--- config.mk ---
export PLATFORM = sky130hd
export DESIGN_NAME = substring_run_counter
export DESIGN_NICKNAME = d
export VERILOG_FILES = /design/src/design/sbrc_pkg.sv /design/src/design/substring_run_counter.sv /design/src/design/sbrc_window.sv /design/src/design/sbrc_counters.sv
export SDC_FILE = /design/constraint.sdc
export NUM_CORES = 1
export LEC_CHECK = 0
export BUFFER_PORTS_ARGS = -buffer_cell sky130_fd_sc_hd__buf_2
export CAP_MARGIN = 0
export CORE_MARGIN = 2
export CORE_UTILIZATION = 25
export CTS_CLUSTER_DIAMETER = 120
export DETAILED_ROUTE_END_ITERATION = 8
export PLACE_DENSITY = 0.4
export SLEW_MARGIN = 10
export SYNTH_ARGS = -nofsm -noshare
export SYNTH_HDL_FRONTEND = slang
export SYNTH_SLANG_ARGS = --single-unit
--- constraint.sdc ---
create_clock -name i_clk -period 7.37 [get_ports i_clk]
set_input_delay 1.474 -clock i_clk [delete_from_list [all_inputs] [get_ports i_clk]]
set_output_delay 1.474 -clock i_clk [all_outputs]
set_load 0.05 [all_outputs]
--- src/design/sbrc_pkg.sv ---
// shared types and constants for the substring run counter
package sbrc_pkg;

    localparam int PAT_W   = 64;   // pattern register width
    localparam int LEN_W   = 4;    // pattern length register width
    localparam int CNT_W   = 32;   // counter width
    localparam int SINCE_W = 4;    // bytes-since-match width
    localparam int BYTE_W  = 8;
    localparam int ADDR_W  = 4;    // apb byte address, registers at 8*i

    localparam logic [SINCE_W-1:0] SINCE_MAX = '1;
    localparam logic [CNT_W-1:0]   CNT_MAX   = '1;

    // result item packing, match_now in the lowest bit
    localparam int OUT_BITS = 1 + 3 * CNT_W;
    localparam int OUT_W    = ((OUT_BITS + 7) / 8) * 8;

    // register index, taken from paddr[3]
    typedef enum logic {
        REG_PATTERN_BYTES  = 1'b0,
        REG_PATTERN_LENGTH = 1'b1
    } t_reg_idx;

    // per-item control from the window stage to the counter stage
    typedef struct packed {
        logic restart;
        logic window_hit;
    } t_scan;

endpackage

--- src/design/substring_run_counter.sv ---
// top level: apb registers, input register, scan and count logic, result register
// the result passes through the input register and then the result register
// throughput: one item per cycle while the result sink is ready; the 8-byte window compare
//   and the 32-bit counter update are both combinational between input and result registers
// reset (synchronous, active low): pattern 0, length 1, counts and runs 0,
//   window empty, pipeline empty; no clearing pass
module substring_run_counter #(
    parameter int MAX_PATTERN = 8
) (
    input  logic                          i_clk,
    input  logic                          i_rst_n,
    // input items
    input  logic                          s_axis_tvalid,
    output logic                          s_axis_tready,
    input  logic [7:0]                    s_axis_tdata,  // [7:0] data_byte
    input  logic [0:0]                    s_axis_tuser,  // [0] restart
    // result items
    output logic                          m_axis_tvalid,
    input  logic                          m_axis_tready,
    // [0] match_now, [32:1] total_count, [64:33] current_run,
    // [96:65] longest_run, [103:97] zero
    output logic [sbrc_pkg::OUT_W-1:0]    m_axis_tdata,
    // configuration
    input  logic                          psel,
    input  logic                          penable,
    input  logic                          pwrite,
    input  logic [sbrc_pkg::ADDR_W-1:0]   paddr,
    input  logic [sbrc_pkg::PAT_W-1:0]    pwdata,
    output logic [sbrc_pkg::PAT_W-1:0]    prdata,
    output logic                          pready
);
    import sbrc_pkg::*;

    // configuration registers
    logic [PAT_W-1:0] r_pattern;
    logic [LEN_W-1:0] r_length;
    logic [LEN_W-1:0] len_eff;
    t_reg_idx         reg_idx;
    logic             cfg_write;

    // input stage
    logic              r_in_valid;
    logic [BYTE_W-1:0] r_in_byte;
    logic              r_in_restart;

    // result stage
    logic             r_out_valid;
    logic [OUT_W-1:0] r_out_data;

    logic             advance;
    t_scan            scan;
    logic             hit;
    logic [CNT_W-1:0] total, run, best;

    assign pready    = 1'b1;
    assign reg_idx   = t_reg_idx'(paddr[3]);
    assign cfg_write = psel && penable && pwrite && pready;

    always_ff @(posedge i_clk) begin
        if (!i_rst_n) begin
            r_pattern <= '0;
            r_length  <= LEN_W'(1);
        end else if (cfg_write) begin
            unique case (reg_idx)
                REG_PATTERN_BYTES:  r_pattern <= pwdata;
                REG_PATTERN_LENGTH: r_length  <= pwdata[LEN_W-1:0];
                default:            r_pattern <= r_pattern;
            endcase
        end
    end

    always_comb begin
        unique case (reg_idx)
            REG_PATTERN_BYTES:  prdata = r_pattern;
            REG_PATTERN_LENGTH: prdata = {{(PAT_W-LEN_W){1'b0}}, r_length};
            default:            prdata = '0;
        endcase
    end

    // zero length acts as one, anything past the window acts as the window size
    always_comb begin
        if (r_length == '0) begin
            len_eff = LEN_W'(1);
        end else if (r_length > LEN_W'(MAX_PATTERN)) begin
            len_eff = LEN_W'(MAX_PATTERN);
        end else begin
            len_eff = r_length;
        end
    end

    // the held item moves on when the result register is empty or drains now
    assign advance       = r_in_valid && (!r_out_valid || m_axis_tready);
    assign s_axis_tready = !r_in_valid || advance;

    always_ff @(posedge i_clk) begin
        if (!i_rst_n) begin
            r_in_valid <= 1'b0;
        end else if (s_axis_tready) begin
            r_in_valid <= s_axis_tvalid;
        end
    end

    always_ff @(posedge i_clk) begin
        if (s_axis_tvalid && s_axis_tready) begin
            r_in_byte    <= s_axis_tdata;
            r_in_restart <= s_axis_tuser[0];
        end
    end

    sbrc_window #(
        .MAX_PATTERN (MAX_PATTERN)
    ) u_window (
        .i_clk     (i_clk),
        .i_rst_n   (i_rst_n),
        .i_advance (advance),
        .i_byte    (r_in_byte),
        .i_restart (r_in_restart),
        .i_pattern (r_pattern),
        .i_len     (len_eff),
        .o_scan    (scan)
    );

    sbrc_counters u_counters (
        .i_clk     (i_clk),
        .i_rst_n   (i_rst_n),
        .i_advance (advance),
        .i_scan    (scan),
        .i_len     (len_eff),
        .o_hit     (hit),
        .o_total   (total),
        .o_run     (run),
        .o_best    (best)
    );

    // result register, held while the sink stalls
    always_ff @(posedge i_clk) begin
        if (!i_rst_n) begin
            r_out_valid <= 1'b0;
        end else if (advance) begin
            r_out_valid <= 1'b1;
        end else if (m_axis_tready) begin
            r_out_valid <= 1'b0;
        end
    end

    always_ff @(posedge i_clk) begin
        if (advance) begin
            r_out_data <= {{(OUT_W-OUT_BITS){1'b0}}, best, run, total, hit};
        end
    end

    assign m_axis_tvalid = r_out_valid;
    assign m_axis_tdata  = r_out_data;

endmodule

--- src/design/sbrc_window.sv ---
// recent byte window, fill tracking and parallel pattern compare
module sbrc_window #(
    parameter int MAX_PATTERN = 8
) (
    input  logic                         i_clk,
    input  logic                         i_rst_n,
    input  logic                         i_advance,
    input  logic [sbrc_pkg::BYTE_W-1:0]  i_byte,
    input  logic                         i_restart,
    input  logic [sbrc_pkg::PAT_W-1:0]   i_pattern,
    input  logic [sbrc_pkg::LEN_W-1:0]   i_len,
    output sbrc_pkg::t_scan              o_scan
);
    import sbrc_pkg::*;

    localparam int FILL_W = $clog2(MAX_PATTERN + 1);

    logic [BYTE_W-1:0] r_window [MAX_PATTERN];
    logic [BYTE_W-1:0] n_window [MAX_PATTERN];
    logic [FILL_W-1:0] r_fill;
    logic [FILL_W-1:0] n_fill;
    logic [BYTE_W-1:0] pat_arr [8];
    logic              all_eq;
    logic [LEN_W-1:0]  pidx;

    always_comb begin
        for (int b = 0; b < 8; b++) begin
            pat_arr[b] = i_pattern[b*BYTE_W +: BYTE_W];
        end
    end

    // newest byte at index 0
    always_comb begin
        n_window[0] = i_byte;
        for (int k = 1; k < MAX_PATTERN; k++) begin
            n_window[k] = r_window[k-1];
        end
        if (i_restart) begin
            n_fill = FILL_W'(1);
        end else if (r_fill == FILL_W'(MAX_PATTERN)) begin
            n_fill = r_fill;
        end else begin
            n_fill = r_fill + FILL_W'(1);
        end
    end

    // window[k] lines up with pattern byte len-1-k
    always_comb begin
        all_eq = 1'b1;
        pidx   = '0;
        for (int k = 0; k < MAX_PATTERN; k++) begin
            pidx = i_len - LEN_W'(k) - LEN_W'(1);
            if ((LEN_W'(k) < i_len) && (n_window[k] != pat_arr[pidx[2:0]])) begin
                all_eq = 1'b0;
            end
        end
    end

    assign o_scan.restart    = i_restart;
    assign o_scan.window_hit = all_eq && (LEN_W'(n_fill) >= i_len);

    always_ff @(posedge i_clk) begin
        if (!i_rst_n) begin
            r_fill <= '0;
        end else if (i_advance) begin
            r_fill <= n_fill;
        end
    end

    always_ff @(posedge i_clk) begin
        if (i_advance) begin
            for (int k = 0; k < MAX_PATTERN; k++) begin
                r_window[k] <= n_window[k];
            end
        end
    end

endmodule

--- src/design/sbrc_counters.sv ---
// overlap spacing, occurrence count and run tracking
module sbrc_counters (
    input  logic                        i_clk,
    input  logic                        i_rst_n,
    input  logic                        i_advance,
    input  sbrc_pkg::t_scan             i_scan,
    input  logic [sbrc_pkg::LEN_W-1:0]  i_len,
    output logic                        o_hit,
    output logic [sbrc_pkg::CNT_W-1:0]  o_total,
    output logic [sbrc_pkg::CNT_W-1:0]  o_run,
    output logic [sbrc_pkg::CNT_W-1:0]  o_best
);
    import sbrc_pkg::*;

    logic [SINCE_W-1:0] r_since, n_since, base_since, span;
    logic [CNT_W-1:0]   r_total, n_total, base_total;
    logic [CNT_W-1:0]   r_run, n_run, base_run;
    logic [CNT_W-1:0]   r_best, n_best, base_best;
    logic               far_enough;
    logic               hit;

    always_comb begin
        // restart clears the state before this byte counts
        base_since = i_scan.restart ? SINCE_MAX : r_since;
        base_total = i_scan.restart ? '0 : r_total;
        base_run   = i_scan.restart ? '0 : r_run;
        base_best  = i_scan.restart ? '0 : r_best;

        span       = (base_since == SINCE_MAX) ? SINCE_MAX : base_since + SINCE_W'(1);
        far_enough = (span >= i_len);
        hit        = far_enough && i_scan.window_hit;

        n_total = base_total;
        n_run   = base_run;
        n_best  = base_best;
        n_since = span;
        if (hit) begin
            n_since = '0;
            n_total = (base_total == CNT_MAX) ? base_total : base_total + CNT_W'(1);
            // back-to-back only when exactly one pattern length apart
            if ((span == i_len) && (base_run != '0)) begin
                n_run = (base_run == CNT_MAX) ? base_run : base_run + CNT_W'(1);
            end else begin
                n_run = CNT_W'(1);
            end
            if (n_run > base_best) begin
                n_best = n_run;
            end
        end else if (far_enough) begin
            // gap or mismatch ends the run
            n_run = '0;
        end
    end

    assign o_hit   = hit;
    assign o_total = n_total;
    assign o_run   = n_run;
    assign o_best  = n_best;

    always_ff @(posedge i_clk) begin
        if (!i_rst_n) begin
            r_since <= SINCE_MAX;
            r_total <= '0;
            r_run   <= '0;
            r_best  <= '0;
        end else if (i_advance) begin
            r_since <= n_since;
            r_total <= n_total;
            r_run   <= n_run;
            r_best  <= n_best;
        end
    end

endmodule

==> results of run 1 <==
## sequential cells by signal, summed over array words and instances, names as in the netlist
name	flops
u_counters.r_since	4
u_window.r_fill	4
m_axis_tdata	97
u_counters.r_run	32
r_in_byte	8
u_window.r_window	56
r_pattern	64
r_length	4
u_counters.r_total	32
u_counters.r_best	32
r_in_valid	1
m_axis_tvalid	1
r_in_restart	1
## stage by stage
step | cell area, um2 | instances | worst slack [ns] | hold WS (ns) | util, %
global placement | 22190 | 3306 | 0.6481 | 0.4532 | 28.05
global route | 23760 | 3388 | 0.1185 | 0.4781 | 30.02
floorplan | 20060 | 2139 | 0.2340 | 0.4420 | -
CTS | 23760 | 3388 | 0.6650 | 0.4673 | 30.02
finish | 23760 | 3388 | 0.5821 | 0.4681 | 30.02
detailed placement | 22190 | 3306 | 0.6966 | 0.4518 | 28.05
## how the worst max path moves through the flow
stage / from / endpoint / slack [ns] / depth (start not counted)
global placement: r_in_restart$_DFFE_PP_ / u_counters.r_best[0]$_SDFFE_PN0P_ / 0.65 / 22
floorplan: m_axis_tready / u_counters.r_since[2]$_SDFFE_PN1P_ / 0.23 / 7
global route: r_in_restart$_DFFE_PP_ / u_counters.r_best[1]$_SDFFE_PN0P_ / 0.12 / 22
finish: r_in_restart$_DFFE_PP_ / u_counters.r_best[6]$_SDFFE_PN0P_ / 0.58 / 22
CTS: r_in_restart$_DFFE_PP_ / u_counters.r_best[0]$_SDFFE_PN0P_ / 0.66 / 22
detailed placement: r_in_restart$_DFFE_PP_ / u_counters.r_best[0]$_SDFFE_PN0P_ / 0.70 / 22
## worst max-delay path: cells and delay by family (launching register included)
family | cells | cell delay [ns]
simple gates | 5 | 1.60
buf+inv | 4 | 1.33
compound gates | 11 | 2.60
flops | 1 | 0.41
fa+ha+maj | 2 | 0.70
## power by group through the flow
stage | clock network, mW | logic (mW) | registers (mW)
floorplan | 0 | 0.261 | 2.17
global placement | 0 | 0.507 | 2.10
detailed placement | 0 | 0.507 | 2.10
CTS | 2.43 | 0.509 | 2.06
global route | 2.49 | 0.539 | 2.06
finish | 2.35 | 0.504 | 2.06
## layout by cell type (no fill, tap or decap), drive strengths merged, types with 15 or more instances in the layout
cell type / n
nand3: 40
inv: 39
a211oi: 15
mux2i: 60
mux4: 47
a21o: 16
ha: 47
nor4: 27
edfxtp: 162
nor2: 133
a31o: 33
xnor2: 55
o21ai: 103
a22o: 26
clkbuf: 56
a31oi: 26
a21oi: 186
nand4: 65
xor2: 51
a21boi: 15
nor2b: 79
and3: 44
dfxtp: 174
buf: 286
a32oi: 24
nand2: 286
## layout make-up
class | count | share of cell area, %
well taps | 1050 | 5.530
flip-flops and latches | 336 | 35.15
clock buffers | 56 | 4.998
repair buffers | 286 | 6.583
inverters | 36 | 0.6109
multi-input cells | 1598 | 45.54
clock inverters | 26 | 1.585
## kinds of logic (layout without fill, tap and decap cells)
logic type                 count (synthesis)  count (layout)
AOI/OAI and AO/OA                        550             550
xor gates and xnor gates                 106             106
adders and majority gates                 47              47
buffers and inverters                    205             404
DFF                                      336             336
muxes                                    115             115
other                                      2               8
and+or+nand+nor                          772             772
## per-layer routing
layer / vias up / part of all wire [%] / wire length, um / track usage, %
li1: 8269 / - / - / -
met1: 8816 / 43 / 33120 / 23.79
met2: 609 / 48 / 37160 / 30.80
met3: 97 / 6.0 / 4598 / 2.587
met4: 0 / 2.6 / 2032 / 5.339
met5: - / 0 / 0 / 0
==> run_results.csv, run 1 <==
group,metric,value,unit
power_and_ir_drop,seq_power_share,41.9,%
layout,fin_nets,2433,
synth,synth-simple-area-share,19.13,%
sta,slew_headroom,31.53,%
setup_path,path_class,"reg2reg",
min_path,min_delay_path_depth,0,
job,maxCapViolCount,0,
run_status,status,"complete, no violations",
synth,synth_top_family_by_area,"simple AND/OR/NAND/NOR gates",
detailed_routing,first_pass_iters,5,
cts,clock_latency,0.60,ns
global_route,grt_use_total,18.12,%
sta,setup_viol,0,
sta,max_slew.worst_pin.slew,1.027,ns
layout,drive_above_1_share,20.49,%
place,numPortBuffers,243,
min_path,hp-class,"reg2reg",
synth,yosysSeqAreaShare,41.67,%
synth,synth_xor_area_share,4.671,%
cts,cts.hold.buffers_added,0,
sta,min_period_over_period,92.10,%
die,core.rowCount,103,
cts,post_cts_buffers,0,
layout,antennaDiodeCount,0,
place,place_congestion,0.8423,
synth,synthTopCellsByCount,"nand2_1, a21oi_1, dfxtp_1",
power_and_ir_drop,clkPwrFrac,47.8,%
die,start_util,25.32,%
global_route,antenna_found_initial,1,
sta,setup_tns,0,ns
setup_path,rr_endpoint,"u_counters.r_best[6]$_SDFFE_PN0P_",
synth,ys.flop_type,"dfxtp_1",
power_and_ir_drop,p_sw,1.331,mW
layout,area_delta_synth_final,18.58,%
synth,syn-instance-count,2133,
min_path,hp-start,"u_window.r_window[1][4]$_DFFE_PP_",
layout,multiInputGateArea,10820,um2
power_and_ir_drop,ir_drop,0.1494,mV
detailed_routing,first_iter_violations,1353,
sta,rsz0062_at_grt,"false",
synth,synth_area_leader_cell,"edfxtp_1",
cts,numCtsBuffers,44,
cts,cts-resized-gates,0,
setup_path,end_kind,"flop",
detailed_routing,viasPerCell,5.251,
power_and_ir_drop,p_leak,8.584,nW
power_and_ir_drop,p_comb_share,10.3,%
cts,cts_max_level,2,
power_and_ir_drop,internal-power,3.578,mW
power_and_ir_drop,power.total,4.909,mW
synth,syn_area_per_cell,9.393,um2
setup_path,cpPeakStageDelay,0.67,ns
sta,hold_viol,0,
power_and_ir_drop,swShare,27.11,%
sta,fin_worst_skew,0.02340,ns
place,hpwlAfterDp,54110,um
detailed_routing,drtAntennaViolNets,0,
sta,slew_violations,0,
sta,timing.fmax,147.3,MHz
global_route,overflow,0,
synth,yosysWarningCount,0,
synth,synthTopCellsByArea,"edfxtp_1, dfxtp_1, nand2_1",
sta,finalCriticalPeriod,6.788,ns
synth,ys_types,83,
power_and_ir_drop,pwr_density_cell,206.6,nW/um2
synth,synthArstFlopShare,0,%
cts,cts.path.max_buffers,3,
detailed_routing,via_count,17791,
cts,cts_num_sinks,336,
synth,synth-compound-area-share,18.19,%
setup_path,cp_cell_sequence,"buf_12 -> inv_2 -> buf_4 -> o21ai_0 -> ha_1 -> nand3_1 -> a211oi_1 -> nand2_1 -> nor2_1 -> ha_1 -> a21o_1 -> a21o_1 -> a21oi_1 -> o21ai_0 -> a211oi_1 -> o21ai_0 -> or3_1 -> and4b_2 -> a21oi_2 -> buf_4 -> o21ai_0 -> a21oi_1",
synth,synth_fa_ha_area_share,2.935,%
die,io_pins,255,
synth,synth-edff-count,162,
detailed_routing,wire_per_inst,22.70,um
setup_path,critical_path.slowest_cell,"buf_4",
die,coreArea,79130,um2
setup_path,crit_path_max_fanout,62,
global_route,grt_pass1_wl,113400,um
global_route,grt_max_degree,113,
cts,cts.clk_slew.worst_paths,0.06,ns
layout,seqCellArea,8351,um2
setup_path,rr_startpoint,"r_in_restart$_DFFE_PP_",
synth,netlist.area_leader.share,24.28,%
setup_path,critPathMostFrequentCell,"o21ai_0",
die,die_width,287.1,um
setup_path,start_kind,"flop",
synth,muxShareOfSynthArea,8.731,%
detailed_routing,drc,0,
layout,num-fill-cells,8364,
detailed_routing,drt_wl_total,76910,um
synth,ys_ff_latch,336,
setup_path,cp.required,7.88,ns
synth,syn_area,20030,um2
global_route,grt_pass1_vias,16972,
cts,cts_tree,"yes",
setup_path,ff2ff_path_depth,22,
setup_path,reg2reg_slack,0.58,ns
cts,cts_root_buffer,"clkbuf_16",
die,dieHeight,287.1,um
die,die_area,82420,um2
synth,yosys.cell_count.top_type,"nand2_1",
setup_path,crit_arrival,7.30,ns
min_path,min_to,"u_window.r_window[2][4]$_DFFE_PP_",
No activity file was read; power rests on OpenSTA's default activity.
==> run 2: changes to the inputs <==
--- a/config.mk
+++ b/config.mk
@@ -7,7 +7,7 @@
 export LEC_CHECK = 0
 export BUFFER_PORTS_ARGS = -buffer_cell sky130_fd_sc_hd__buf_2
 export CAP_MARGIN = 0
-export CORE_MARGIN = 2
+export CORE_MARGIN = 1
 export CORE_UTILIZATION = 25
 export CTS_CLUSTER_DIAMETER = 120
 export DETAILED_ROUTE_END_ITERATION = 8
==> run_results.csv, run 2 (same netlist as run 1, synthesis figures left out) <==
group,metric,value,unit
global_route,overflow,0,
cts,cts.path.max_buffers,3,
cts,cts-resized-gates,0,
die,core.rowCount,103,
global_route,grt_pass1_wl,114100,um
layout,finish.utilization,29.99,%
cts,cts_tree,"yes",
layout,fin_nets,2433,
setup_path,ff2ff_path_depth,25,
layout,mostFrequentLayoutCells,"nand2_1, buf_2, a21oi_1, dfxtp_1, edfxtp_1",
sta,hold_viol,0,
cts,cts_num_sinks,336,
sta,fin_worst_skew,0.009739,ns
die,start_util,25.32,%
global_route,grt_max_degree,119,
cts,clock_latency,0.58,ns
place,place_congestion,0.8744,
die,io_pins,255,
sta,setup_viol,0,
detailed_routing,drtAntennaViolNets,0,
die,die_area,81270,um2
global_route,grt_pass1_vias,17022,
detailed_routing,wire_per_inst,22.79,um
die,dieHeight,285.1,um
sta,timing.fmax,153.7,MHz
setup_path,cp.required,7.84,ns
place,hpwlAfterDp,53990,um
power_and_ir_drop,p_leak,8.573,nW
layout,area_delta_synth_final,18.45,%
detailed_routing,drt_wl_total,77210,um
global_route,antenna_found_initial,1,
global_route,grt_use_total,18.45,%
sta,slew_violations,0,
sta,rsz0062_at_grt,"false",
cts,cts_max_level,2,
die,die_width,285.1,um
setup_path,cpPeakStageDelay,0.81,ns
sta,slew_headroom,31.64,%
sta,setup_tns,0,ns
sta,fin_ws,0.8656,ns
min_path,min_delay_path_depth,0,
power_and_ir_drop,pwr_density_cell,201.6,nW/um2
setup_path,crit_path_max_fanout,14,
cts,post_cts_buffers,0,
job,maxCapViolCount,0,
detailed_routing,first_pass_iters,5,
cts,cts.hold.buffers_added,0,
sta,min_period_over_period,88.26,%
detailed_routing,drc,0,
cts,cts.clk_slew.worst_paths,0.06,ns
layout,drive_above_1_share,20.50,%
layout,largest_reg_flops,97,
place,place_ws,0.9113,ns
detailed_routing,via_count,17811,
setup_path,path_class,"reg2reg",
sta,finalCriticalPeriod,6.504,ns
setup_path,end_kind,"flop",
detailed_routing,viasPerCell,5.257,
sta,max_slew.worst_pin.slew,1.025,ns
die,coreArea,79130,um2
power_and_ir_drop,ir_drop,0.1340,mV
setup_path,critical_path.slowest_cell,"edfxtp_1",
cts,numCtsBuffers,43,
setup_path,start_kind,"flop",
place,numPortBuffers,243,
layout,mostFrequentLayoutCell,"nand2_1",
detailed_routing,first_iter_violations,1392,
min_path,hp-class,"reg2reg",
setup_path,crit_arrival,6.98,ns
cts,cts_root_buffer,"clkbuf_16",
run_status,status,"complete, no violations",
==> run 2: layout make-up <==
type | instances | area, um2
multi-input cells | 1598 | 10820
flip-flops and latches | 336 | 8351
inverters | 36 | 145.1
repair buffers | 287 | 1634
clock buffers | 54 | 1170
clock inverters | 26 | 295.3
diodes | 1 | 2.502
fillers | 8371 | 55400
well taps | 1050 | 1314
==> run 2: where the power goes <==
part           total, mW  switching (mW)  internal (mW)  leakage [nW]
combinational      0.505           0.367          0.137          4.96
clock               2.22           0.905           1.31         0.715
sequential          2.06          0.0484           2.01          2.89
==> run 2: metrics by stage <==
step | instance area, um2 | hold WS [ns] | power [mW] | std cells
final | 23730 | 0.4663 | 4.783 | 3388
after detailed placement | 22260 | 0.4577 | 2.611 | 3307
after floorplan | 20060 | 0.4420 | 2.435 | 2139
after global routing | 23730 | 0.4771 | 4.959 | 3387
after CTS | 23730 | 0.4671 | 4.876 | 3387
after global placement | 22260 | 0.4515 | 2.608 | 3307
==> run 2: worst max-delay path: cells and delay by family (launching register included) <==
kind / cells / cell delay, ns
buffers and inverters: 3 / 0.36
flip-flops: 1 / 0.81
adder cells (fa/ha/maj): 2 / 0.56
AO/OA/AOI/OAI: 8 / 1.72
AND/OR/NAND/NOR: 10 / 2.49
multiplexers: 1 / 0.39
XOR/XNOR: 1 / 0.07
==> run 2: final timing paths <==
| check | startpoint | end | slack (ns) |
|---|---|---|---|
| setup / recovery | r_in_restart$_DFFE_PP_ | u_counters.r_best[0]$_SDFFE_PN0P_ | 0.87 |
| hold / removal | u_window.r_window[3][4]$_DFFE_PP_ | u_window.r_window[4][4]$_DFFE_PP_ | 0.47 |
| setup reg to reg | r_in_restart$_DFFE_PP_ | u_counters.r_best[0]$_SDFFE_PN0P_ | 0.87 |
| hold reg to reg | u_window.r_window[3][4]$_DFFE_PP_ | u_window.r_window[4][4]$_DFFE_PP_ | 0.47 |
==> run 2: metal layers <==
layer | wire, um | GRT usage, % | part of all wire [%]
met4 | 2462 | 6.230 | 3.2
met3 | 4135 | 2.648 | 5.4
met2 | 36950 | 30.66 | 48
met5 | 0 | 0 | 0
met1 | 33660 | 24.41 | 44
